==> src/sv/cuckoo_ram.sv <==
`timescale 1ns / 1ps
// Generic single-write, single-read RAM with registered read data.
// No dependencies.
module cuckoo_ram #(
  parameter int WIDTH = 8,
  parameter int DEPTH = 16
) (
  input  logic                     clk_i,
  input  logic                     we_i,
  input  logic [$clog2(DEPTH)-1:0] waddr_i,
  input  logic [WIDTH-1:0]         wdata_i,
  input  logic [$clog2(DEPTH)-1:0] raddr_i,
  output logic [WIDTH-1:0]         rdata_o
);

  logic [WIDTH-1:0] mem_q [DEPTH];

  always_ff @(posedge clk_i) begin
    if (we_i) begin
      mem_q[waddr_i] <= wdata_i;
    end
    rdata_o <= mem_q[raddr_i];
  end

endmodule

==> config.mk <==
export PLATFORM = sky130hd
export DESIGN_NAME = cuckoo_ram
export DESIGN_NICKNAME = d
export VERILOG_FILES = /design/src/sv/cuckoo_ram.sv
export SDC_FILE = /design/constraint.sdc
export NUM_CORES = 1
export LEC_CHECK = 0
export ABC_AREA = 1
export ABC_CLOCK_PERIOD_IN_PS = 2300
export CAP_MARGIN = 0
export CORE_MARGIN = 3
export CORE_UTILIZATION = 26
export CTS_CLUSTER_DIAMETER = 200
export DETAILED_ROUTE_END_ITERATION = 7
export DONT_BUFFER_PORTS = 1
export PLACE_DENSITY = 0.41
export RECOVER_POWER = 100
export SLEW_MARGIN = 0
export SYNTH_ARGS = -nofsm -noshare
export SYNTH_HDL_FRONTEND = slang
export SYNTH_SLANG_ARGS = --single-unit
==> constraint.sdc <==
create_clock -name clk_i -period 2.3 [get_ports clk_i]
set_input_delay 0.345 -clock clk_i [delete_from_list [all_inputs] [get_ports clk_i]]
set_output_delay 0.345 -clock clk_i [all_outputs]
set_load 0.05 [all_outputs]
# Word-level counts from Yosys, hierarchy flattened
# Memories as Yosys holds them, arrays and structs flattened. A register that Yosys moved wholly into a read port is not among the register bits.
# Cells that the tools add are included.
[op_classes]
mul = 0
bitwise = 0
addsub = 0
n_mux = 2
reduce_logical = 0
eq_ne = 0
order_cmp = 0
n_div = 0
shifts = 0
[ops]
columns = ["cell", "n"]
rows = [
  ["$mux 1", 2],
]
[totals]
ramBits = 128
mem_bits_ro = 0
ff_bits = 0
mem_count = 1
inputBits = 18
latch_bits = 0
wordCells = 3
[memory_table]
columns = ["memory", "words", "width", "rd", "rd_clocked_by_memory_dff", "write_ports", "line_no", "source"]
rows = [
  ["mem_q", 16, 8, 1, 1, 1, "16", "logic [WIDTH-1:0] mem_q [DEPTH];"],
]

# Longest topological paths before layout
[depth]
word_depth = 2
ltp_mapped = 8
mapped_depth_nobuf = 7

# Least setup slack after synthesis
# No wires, ideal clock.
[synth_timing]
path_type = "input-to-reg"
from = "input port waddr_i[2]"
to = "memory mem_q[10][0], enable pin"
slack_ns = 1.004
arrival_time_ns = 0.926
path_buffers = 0
stages = 2
cell_sequence = "nand3b_1 nor2_1"
[synth_lines]
columns = ["element", "line_no", "source"]
rows = [
  ["from (decl)", "10", "input logic [$clog2(DEPTH)-1:0] waddr_i,"],
  ["to (decl)", "16", ""],
]
# No word-level cell before the write port.

# Worst setup path after layout
[layout_timing]
from = "register rdata_o[2] (read register of mem_q)"
to = "output port rdata_o[2]"
[layout_lines]
columns = ["element", "line_no", "source"]
rows = [
  ["from (decl)", "13", "output logic [WIDTH-1:0] rdata_o"],
]
# No word-level cell between the ends.

==> impl_results.md <==
* Minimum setup slack in the final design at 0.8292 ns
* Area after DPL at 0.006005 mm²
* Startpoint class of the critical path: register
* Initial antenna violation count at 1
* Clk pin slew, worst setup/hold paths at 0.06 ns
* Synthesized cell area at 0.005767 mm²
* Dpl hpwl at 9.326 mm
* Postcts setup bufs at 0
* Register area share after synthesis at 0.6943
* Initial Util at 0.2692
* Max Root-Sink Buffers at 2
* Fin. Hold Viols at 0
* Ant. Diodes at 0
* Met3 Routed Length at 712 µm
* Post-cts sizing count at 0
* Setup tns final at 0 ns
* Final Setup Violations at 0
* Lkg Pwr at 2.689 nW
* Cts hold-fix bufs at 0
* Vias in the first global route at 3,681
* Distinct cells, synth at 12
* Nets@finish at 572
* Vias per cell at 4.373
* Worst-case reg-to-reg path depth at 6
* Commonest non-fill, non-tap cell in the layout: nand2_1
* Synth warn at 0
* Synth Net Count at 569
* IO Pins at 26
* Hold path depth at 0
* Reg2reg end: rdata_o[1]$_DFF_P_
* Final total power at 5.589 mW
* Placer Congestion at 0.7844
* Num CTS Buffers at 17
* CTS H-tree depth at 4
* CP max FO at 1
* DR WL met2 at 6.927 mm
* Die height at 154.9 µm
* Die area at 0.02400 mm²
* HP Class: input port to register
* Dpl cells at 810
* Worst-margin pin slew at 0.8758 ns
* Core ar. at 0.02142 mm²
* Post-place setup slack at 0.6741 ns
* Slew Limit Fails at 0
* Iteration-0 DRC Markers at 235
* Layout Utilization at 0.3052
* WL final at 14.75 mm
* Worst Setup End Kind: primary output
* Peak Freq at 679.9 MHz
* Rel. slew slack at 0.4140
* Clk root buf: clkbuf_16
* Pre-antenna DRT Iters at 4
* Status: finished, final reports clean
* Largest net degree at the start of global routing at 66
* Filler instances at 2,199
* R2R Setup Slk at 1.22 ns
* Clock sink count at 136
* Remaining Overflow, GRT at 0
* Post-Layout Cell Count at 842
* # DRC at 0
* Worst r2r src: mem_q[0][1]$_DFFE_PP_
* PortBufs at 0
* # rows at 53
* Hold Crit Start: wdata_i[4]
* Skew-Pair Late Insertion Delay at 0.41 ns
* Critical path launch point: rdata_o[2]$_DFF_P_
* Max Cap Violations at 0
* Commonest cells after routing, fill and taps aside: nand2_1 (173), edfxtp_1 (128), inv_1 (100)
* Setup Skew at 0.008224 ns
* Chip width at 154.9 µm
* Post-route cell area at 0.006538 mm²
* Share of layout cells above drive strength 1 at 0.06349
* Power Density at 854.9 mW/mm²
* Gr usage total at 0.1282
* Peak VDD IR at 0.0005265 V
* Area Growth Syn to Fin at 13.37%
* RSZ-0062 raised after global routing: false
* WL/cell at 17.51 µm
* Final period demand of the worst path at 1.471 ns
* #FFs+latches synth at 136
* Global-route wire length before repair at 22.86 mm
* Antenna Nets Post-Route at 0
* Met1 wire length at 6.867 mm
* Crit Path Category: register to primary output
* Uppermost routed layer: met4
* Crit share post-route at 0.6395
* Worst Hold End: mem_q[9][4]$_DFFE_PP_
* CP arrival at 1.13 ns
* Critical path required time at 1.96 ns
* Mapped Cells at 551
* Via count at 3,682
* CTS tree: built
* Synthesized area per cell at 10.47 µm²
* Hold_ws at 0.02249 ns
layout make-up:
class                           instances  area [µm²]  area share
Tap cell                              275       344.1     0.05263
Clock buffer                           17       425.4     0.06507
Multi-Input combinational cell        289        1214      0.1856
Clock inverter                         15       130.1     0.01990
Inverter                              102       382.9     0.05856
Timing Repair Buffer                    8       37.54    0.005742
Sequential cell                       136        4004      0.6124
cells by family (layout without fill, tap and decap cells):
logic type,Yosys count,count (layout),synth area share
DFF,136,136,0.6943
and+or+nand+nor,289,289,0.2105
buffers and inverters,126,142,0.09525
cell usage after synthesis (all sizes together):
library cell	number	share of area
nand2	173	0.11
edfxtp	128	0.67
inv	102	0.066
nand3	97	0.084
buf	24	0.029
nor2	17	0.011
dfxtp	8	0.028
nand3b	2	0.0026
worst max-delay path by stage:
stage | end | cells past startpoint
detailed placement | mem_q[14][7]$_DFFE_PP_ | 3
floorplan | mem_q[10][0]$_DFFE_PP_ | 2
global route | rdata_o[7] | 0
finish | rdata_o[2] | 0
global placement | mem_q[14][7]$_DFFE_PP_ | 3
CTS | rdata_o[2] | 0
worst reg2reg max path: cells and delay by family, from the launching register on:
family        cells  cell delay (ns)
simple gates      5             0.54
flops             1             0.35
buf+inv           1             0.06
power breakdown:
| part | total, mW | internal (mW) | switching [mW] | leakage, nW |
|---|---|---|---|---|
| clock network | 2.52 | 1.48 | 1.04 | 0.257 |
| registers | 2.85 | 2.77 | 0.0792 | 1.22 |
| logic | 0.215 | 0.0686 | 0.146 | 1.21 |
sequential cells by signal, indices dropped and copies added, names as in the netlist:
register  cells
mem_q       128
rdata_o       8
metal layers:
layer  global-route usage  vias up
met5                    0        -
met4              0.04668        0
met3              0.03255       16
met2               0.2002       84
met1               0.1731     1804
li1                     -     1778
No activity file was read; power rests on OpenSTA's default activity.
