**config.mk**
```make
export PLATFORM = sky130hd
export DESIGN_NAME = cuckoo_cdiv
export DESIGN_NICKNAME = d
export VERILOG_FILES = /design/src/sv/cuckoo_pkg.sv /design/src/sv/cuckoo_cdiv.sv
export SDC_FILE = /design/constraint.sdc
export NUM_CORES = 1
export LEC_CHECK = 0
export ABC_AREA = 1
export BUFFER_PORTS_ARGS = -buffer_cell sky130_fd_sc_hd__buf_2
export CAP_MARGIN = 10
export CORE_MARGIN = 2
export CORE_UTILIZATION = 41
export CTS_CLUSTER_SIZE = 20
export DETAILED_ROUTE_END_ITERATION = 10
export GPL_TIMING_DRIVEN = 0
export PLACE_DENSITY_LB_ADDON = 0.1
export SETUP_SLACK_MARGIN = 0.15
export SLEW_MARGIN = 20
export SYNTH_ARGS = -nofsm -noshare
export SYNTH_HDL_FRONTEND = slang
export SYNTH_SLANG_ARGS = --single-unit
export TNS_END_PERCENT = 10
```
**constraint.sdc**
```tcl
create_clock -name clk_i -period 0.8 [get_ports clk_i]
set_input_delay 0.12 -clock clk_i [delete_from_list [all_inputs] [get_ports clk_i]]
set_output_delay 0.12 -clock clk_i [all_outputs]
set_load 0.01 [all_outputs]
```
**src/sv/cuckoo_pkg.sv**
```systemverilog
`timescale 1ns / 1ps
// Package for the two-table cuckoo hash map: request and response words,
// slot word layout, request and status codes. No dependencies.
package cuckoo_pkg;

  localparam int KEY_W  = 31;
  localparam int VAL_W  = 31;
  localparam int REQ_W  = 2;
  localparam int STAT_W = 2;

  localparam logic [REQ_W-1:0] REQ_PUT    = 2'd0;
  localparam logic [REQ_W-1:0] REQ_GET    = 2'd1;
  localparam logic [REQ_W-1:0] REQ_REMOVE = 2'd2;

  localparam logic [STAT_W-1:0] STAT_OK   = 2'd0;
  localparam logic [STAT_W-1:0] STAT_MISS = 2'd1;
  localparam logic [STAT_W-1:0] STAT_FAIL = 2'd2;

  typedef struct packed {
    logic [REQ_W-1:0] req_type;
    logic [KEY_W-1:0] key;
    logic [VAL_W-1:0] value;
  } req_t;

  typedef struct packed {
    logic [STAT_W-1:0] status;
    logic [VAL_W-1:0]  read_value;
  } rsp_t;

  typedef struct packed {
    logic             valid;
    logic [KEY_W-1:0] key;
    logic [VAL_W-1:0] value;
  } slot_t;

endpackage

```
**src/sv/cuckoo_cdiv.sv**
```systemverilog
`timescale 1ns / 1ps
// Two-stage divider of a 31-bit word by a constant, by exact reciprocal
// multiplication; quotient and remainder registered. Uses cuckoo_pkg.
module cuckoo_cdiv
  import cuckoo_pkg::*;
#(
  parameter int DIVISOR = 64
) (
  input  logic                       clk_i,
  input  logic [KEY_W-1:0]           x_i,
  output logic [KEY_W-1:0]           q_o,
  output logic [$clog2(DIVISOR)-1:0] r_o
);

  localparam int          LOG_D   = $clog2(DIVISOR);
  localparam int          SHIFT   = KEY_W + LOG_D;
  localparam logic [63:0] RECIP64 = ((64'd1 << SHIFT) + 64'(DIVISOR) - 64'd1) / 64'(DIVISOR);
  localparam logic [31:0] RECIP   = RECIP64[31:0];
  localparam logic [KEY_W-1:0] DIV_W = KEY_W'(DIVISOR);
  localparam int          PROD_W  = KEY_W + 32;

  logic [PROD_W-1:0] prod_q;
  logic [KEY_W-1:0]  x_q;
  logic [PROD_W-1:0] prod_d;
  logic [KEY_W-1:0]  quot;
  logic [KEY_W-1:0]  back;
  logic [KEY_W-1:0]  diff;

  assign prod_d = PROD_W'(x_i) * PROD_W'(RECIP);
  assign quot   = KEY_W'(prod_q >> SHIFT);
  assign back   = quot * DIV_W;
  assign diff   = x_q - back;

  always_ff @(posedge clk_i) begin
    prod_q <= prod_d;
    x_q    <= x_i;
    q_o    <= quot;
    r_o    <= diff[LOG_D-1:0];
  end

endmodule

```
# After elaboration in Yosys (flattened, before gate mapping)
# Index checks and enable logic that the tools add are counted.
# Widths: inputs -> output; s select.
[word_totals] register_bits=62 inputBits=32 output_inout_bits=37 wordCells=4
[op_classes] n_addsub=1
[op_table] cell="$sub 6x1->6 const B" count=1

# Logic depth before layout (Yosys ltp)
# Gate-level depths: netlist of run 1.
[logic_depth] ltp_word=1 depth_mapped=1

# Worst setup path after synthesis of run 1
# No wires, ideal clock.
[synth_timing] path_kind="reg-to-output" start="register q_o[0]" end="output port q_o[0]" arrival_ns=0.331 setup_slack_ns=0.349 stages_incl_launch_ff=1 path_buffers=0 path_cell_list="dfxtp_1"
[synth_rtl] item="start, declared" line="cuckoo_cdiv.sv:11" text="output logic [KEY_W-1:0] q_o,"
[synth_rtl] item="start signal, assigned" line="cuckoo_cdiv.sv:37" text="q_o <= quot;"
# No word-level cell between the ends.

# Final worst setup path of run 1
[layout_timing] start="register q_o[14]" end="output port q_o[14]"
# No word-level cell between the ends.

==> flow_summary.json, run 1 <==
{
  "run_status": "finished with violations",
  "layout_setup_ws_ns": -0.130,
  "finish.instance_area_sq_um": 2190,
  "cellPowerDensity_nw_per_um2": 2440,
  "finalHoldWorstSlack_ns": 0.326,
  "synthToLayoutAreaGrowth_pct": 70.1,
  "violations": "negative setup slack",
  "wl_met1_um": 750,
  "wire_length_on_met2_um": 1070,
  "number_of_top_level_pins": 69,
  "postRouteAntennaNets": 0,
  "route.final.wire_length_um": 2100,
  "finalSetupViolCount": 31,
  "highest-signal-layer": "met4",
  "dpl.cell_count": 180,
  "synth_cell_type_count": 3,
  "synth_seq_cells": 62,
  "root_buffer": "sky130_fd_sc_hd__clkbuf_4",
  "largest_net_degree_at_the_start_of_global_routing": 10,
  "hp-class": "flip-flop to flip-flop",
  "final_period_minus_worst_setup_slack_ns": 0.930,
  "critPathCaptureType": "primary output",
  "worst_clock_skew_ns": 0.00424,
  "floorplan.core_area_sq_um": 3030,
  "vias_per_cell": 3.65,
  "num-nets-final": 210,
  "drt_pre_antenna_iters": 2,
  "final_cells": 224,
  "crit_type": "flip-flop to primary output",
  "synth-edff-count": 0,
  "cts_setup_buffers": 0,
  "postSynthCellCount": 69,
  "drc_errors": 0,
  "worst_ep_arrival_ns": 0.81,
  "critical_path.startpoint_type": "flip-flop",
  "synthesis.area_per_instance_sq_um": 18.7,
  "clkLatencyLatePin_ns": 0.37,
  "timing_hold_violations_final": 0,
  "initial_utilization_pct": 42.6,
  "drive_gt1_share_pct": 52.8,
  "groute.usage.overall_pct": 12.1,
  "critical_path_required_ns": 0.68,
  "maxCapViolCount": 0,
  "netlist.top_cell.by_area": "sky130_fd_sc_hd__dfxtp_1",
  "critPathMaxFanout": 1,
  "die-width_um": 60.1,
  "seq_area_frac_synth_pct": 96.2,
  "number_of_global_route_vias_before_repair": 773,
  "dominant_delay_contributor_by_cell_family_on_the_critical_path": "flip-flops",
  "critical_path.n_buffers_inverters": 1,
  "ys_top_cells_by_count": "sky130_fd_sc_hd__dfxtp_1 (62), sky130_fd_sc_hd__buf_4 (6), sky130_fd_sc_hd__conb_1 (1)",
  "routed-via-count": 818,
  "slowest_stage": "sky130_fd_sc_hd__dfxtp_2",
  "grt_overflow": 0,
  "power.static_leakage_nw": 1.04,
  "clock_tree.buffer_depth": 2,
  "drt_first_iter_violations": 8,
  "max_freq_mhz": 1080,
  "cts.reportedPaths.clkPinSlew_ns": 0.09,
  "nFillCells": 203,
  "tritoncts": "built",
  "clock_sinks": 62,
  "final_max_slew_viol_count": 0,
  "max-vdd-ir-drop_mv": 1.73,
  "met3RoutedLength_um": 259,
  "stage_delay_of_the_slowest_cell_on_the_critical_path_ns": 0.33,
  "io_buffers": 62,
  "cts_buffers": 9,
  "synth_largest_type_area_fraction_pct": 96.2,
  "rows": 20,
  "clock_tree.htree_level_count": 3,
  "yosys_warnings": 0,
  "antenna_found_initial": 0,
  "antenna_cells": 0,
  "synth_ff_type": "sky130_fd_sc_hd__dfxtp_1",
  "crit_path_cell_trace": "buf_6",
  "synth_area_sq_um": 1290,
  "grt_first_pass_wirelength_um": 2860,
  "setup_repair_after_global_routing_missed_its_margin": "yes",
  "placedInstanceArea_sq_um": 1670,
  "die_footprint_sq_um": 3610,
  "place.gp.congestion": 0.601,
  "min_period_over_period_pct": 116,
  "die_height_um": 60.1,
  "synth.most_common_cell": "sky130_fd_sc_hd__dfxtp_1",
  "drt-wirelength-per-cell_um": 9.38,
  "synth.top_cells.by_area": "sky130_fd_sc_hd__dfxtp_1 (96%), sky130_fd_sc_hd__buf_4 (3.5%), sky130_fd_sc_hd__conb_1 (0.29%)",
  "synthArstFlopShare_pct": 0
}
cells by family (layout without fill, tap and decap cells):
logic type	Yosys count	after routing	share of synthesized area, %
flip-flops	62	62	96.2
other	1	6	0.291
buffers and inverters	6	112	3.49
placed cells by master (no fill, tap or decap):
cell / count
sky130_fd_sc_hd__clkbuf_8: 2
sky130_fd_sc_hd__dfxtp_2: 14
sky130_fd_sc_hd__buf_4: 6
sky130_fd_sc_hd__dlygate4sd3_1: 31
sky130_fd_sc_hd__buf_2: 48
sky130_fd_sc_hd__buf_6: 14
sky130_fd_sc_hd__clkbuf_4: 9
sky130_fd_sc_hd__clkinv_2: 2
sky130_fd_sc_hd__conb_1: 6
sky130_fd_sc_hd__dfxtp_1: 48
power breakdown:
part | internal (mW) | total, mW | switching [mW]
combinational | 0.263 | 0.386 | 0.122
sequential | 3.26 | 3.30 | 0.0425
clock | 0.750 | 1.66 | 0.913
flip-flops by register name, indices dropped and copies added, names as in the netlist:
name    count
r_o         6
q_o        25
prod_q     31
metal layers:
metal  up-vias  global-route usage, %
met3         4                   10.8
met2        49                   19.1
li1        414                      -
met1       351                   10.2
met4         0                   6.67
met5         -                      0
repair_timing:
item	CTS	global route
hold buffers	31	0
setup endpoints to repair	31	31
hold endpoints to repair	31	0
pin swaps	0	0
gates resized for setup	6	22
area by class of cell:
cell class | count | area, sq um | area share (%)
tap | 44 | 55.1 | 2.51
sequential | 62 | 1260 | 57.4
clock buffer | 11 | 95.1 | 4.33
buffer | 6 | 45.0 | 2.05
timing repair buffer | 93 | 708 | 32.3
clock inverter | 2 | 10.0 | 0.456
multi-input combinational | 6 | 22.5 | 1.03
final timing paths:
check	to	cells after the start	slack [ns]	from
min reg2reg	q_o[2]	0	0.33	prod_q[39]
max	q_o[14]	1	-0.13	q_o[14]
min	q_o[2]	0	0.33	prod_q[39]
max reg2reg	q_o[6]	0	0.39	prod_q[43]
metrics by stage:
| step | util [%] | TNS (ns) | setup WS (ns) | power (mW) |
|---|---|---|---|---|
| 5_1_grt | 72.5 | -5.56 | -0.197 | 5.61 |
| 2_1_floorplan | - | 0 | 0.349 | 3.43 |
| 3_5_place_dp | 55.3 | 0 | 0.255 | 3.59 |
| 6_report | 72.5 | -3.62 | -0.130 | 5.35 |
| 4_1_cts | 69.8 | -4.95 | -0.174 | 5.41 |
| 3_3_place_gp | 55.3 | 0 | 0.271 | 3.58 |
(Power assumes the default switching activity.)
==> run 2, diff against run 1 <==
Settings changed: CORE_UTILIZATION 41 to 45, SETUP_SLACK_MARGIN 0.15 to 0.02.
Clock period 0.8 ns to 1.2 ns, I/O delays scaled along.
==> flow_summary.json, run 2 (synthesis results as in run 1) <==
{
  "run_status": "completed",
  "postRouteAntennaNets": 0,
  "routed-via-count": 817,
  "cts_resized": 0,
  "route.final.wire_length_um": 2300,
  "num-nets-final": 210,
  "clock_tree.htree_level_count": 3,
  "setup_repair_after_global_routing_missed_its_margin": "no",
  "fin_total_pwr_mw": 3.57,
  "rrSetupSlack_ns": 0.79,
  "die-width_um": 57.5,
  "place.gp.congestion": 0.629,
  "worst_ep_arrival_ns": 0.83,
  "dp.final_hpwl_um": 1230,
  "antenna_found_initial": 0,
  "finalSetupTns_ns": 0,
  "critical_path.n_buffers_inverters": 1,
  "stage_delay_of_the_slowest_cell_on_the_critical_path_ns": 0.33,
  "timing_hold_violations_final": 0,
  "power.static_leakage_nw": 1.01,
  "number_of_global_route_vias_before_repair": 809,
  "die_footprint_sq_um": 3310,
  "drt-wirelength-per-cell_um": 10.8,
  "hp-class": "flip-flop to flip-flop",
  "drt_first_iter_violations": 10,
  "min_to": "q_o[0]",
  "clock_tree.buffer_depth": 2,
  "largest-register": "prod_q",
  "cts_buffers": 9,
  "grt_overflow": 0,
  "antenna_cells": 0,
  "tritoncts": "built",
  "mostFrequentLayoutCells": "sky130_fd_sc_hd__buf_2 (62), sky130_fd_sc_hd__dfxtp_1 (62), sky130_fd_sc_hd__dlygate4sd3_1 (31)",
  "number_of_top_level_pins": 69,
  "regToRegEndpoint": "q_o[1]",
  "min_period_over_period_pct": 83.8,
  "cellPowerDensity_nw_per_um2": 1720,
  "drt_pre_antenna_iters": 2,
  "drc_errors": 0,
  "grt_first_pass_wirelength_um": 3480,
  "final_period_minus_worst_setup_slack_ns": 1.01,
  "biggestRegsByFlops": "prod_q: 31 flops, q_o: 25 flops, r_o: 6 flops",
  "timing.hold.worst_path_depth": 0,
  "worst_clock_skew_ns": 0.00767,
  "critical_path_required_ns": 1.02,
  "timing.reg2reg.worst_path_depth": 0,
  "initial_utilization_pct": 47.2,
  "clkLatencyLatePin_ns": 0.38,
  "critPathCaptureType": "primary output",
  "root_buffer": "sky130_fd_sc_hd__clkbuf_4",
  "drive_gt1_share_pct": 44.0,
  "flip_flop_count_of_the_largest_register_after_layout": 31,
  "io_buffers": 62,
  "largest_net_degree_at_the_start_of_global_routing": 10,
  "critical_path.startpoint_type": "flip-flop",
  "finalSetupViolCount": 0,
  "critPathMaxFanout": 1,
  "crit_type": "flip-flop to primary output",
  "max_freq_mhz": 994,
  "regToRegStartpoint": "prod_q[38]",
  "hold_crit_start": "prod_q[37]",
  "max-vdd-ir-drop_mv": 1.52,
  "crit_path_cell_trace": "buf_2",
  "vias_per_cell": 3.84,
  "clock_sinks": 62,
  "final_max_slew_viol_count": 0,
  "maxCapViolCount": 0,
  "groute.usage.overall_pct": 16.0,
  "die_height_um": 57.5,
  "cts.reportedPaths.clkPinSlew_ns": 0.09,
  "rows": 19,
  "synthToLayoutAreaGrowth_pct": 61.2,
  "slowest_stage": "sky130_fd_sc_hd__dfxtp_1",
  "floorplan.core_area_sq_um": 2730,
  "dominant_delay_contributor_by_cell_family_on_the_critical_path": "flip-flops"
}
[run 2: cell count changes in the layout (fill, tap and decap cells not counted)]
cell	change
sky130_fd_sc_hd__buf_2	+14
sky130_fd_sc_hd__buf_6	-14
sky130_fd_sc_hd__dfxtp_1	+14
sky130_fd_sc_hd__dfxtp_2	-14
sky130_fd_sc_hd__clkbuf_1	+3
sky130_fd_sc_hd__clkinv_2	-1
[run 2: power breakdown]
group          leakage (nW)  switching (mW)  total, mW  internal (mW)
logic                 0.426          0.0847      0.233          0.149
clock network        0.0632           0.620       1.15          0.530
registers             0.523          0.0229       2.19           2.17
total                  1.01           0.727       3.57           2.84
[run 2: worst max path at each step]
stage               endpoint  slack [ns]    start  cells after the start
floorplan             q_o[0]        0.69   q_o[0]                      0
global placement     q_o[19]        0.61  q_o[19]                      1
detailed placement    r_o[5]        0.60   r_o[5]                      1
CTS                   q_o[6]        0.16   q_o[6]                      1
global route          r_o[1]        0.12   r_o[1]                      1
finish               q_o[20]        0.19  q_o[20]                      1
[run 2: per-layer routing]
| metal | global-route usage [%] | vias up | share of wire (%) |
|---|---|---|---|
| met3 | 15.9 | 2 | 13 |
| met2 | 24.5 | 48 | 50 |
| li1 | - | 417 | - |
| met5 | 0 | - | 0 |
| met1 | 13.9 | 350 | 36 |
| met4 | 6.98 | 0 | 0.83 |
[run 2: per-stage QoR]
stage,std cells,hold slack (ns),utilization (%),instance area (sq um),setup slack (ns)
floorplan,74,0.208,-,1310,0.689
global placement,167,0.283,60.6,1660,0.608
detailed placement,167,0.284,60.6,1660,0.601
CTS,213,0.325,76.1,2080,0.165
global route,213,0.328,76.1,2080,0.115
finish,213,0.323,76.1,2080,0.194
[run 2: timing repair]
action,4_1_cts,5_1_grt
hold endpoints to repair,31,0
hold buffers,31,0
buffers inserted,0,0
[run 2: final cells by class]
cell class	count	area (sq um)
Clock buffer	14	106
Sequential cell	62	1240
Multi-Input combinational cell	6	22.5
Clock inverter	1	5.00
Fill cell	174	654
Tap cell	31	38.8
Buffer	6	45.0
Timing Repair Buffer	93	621
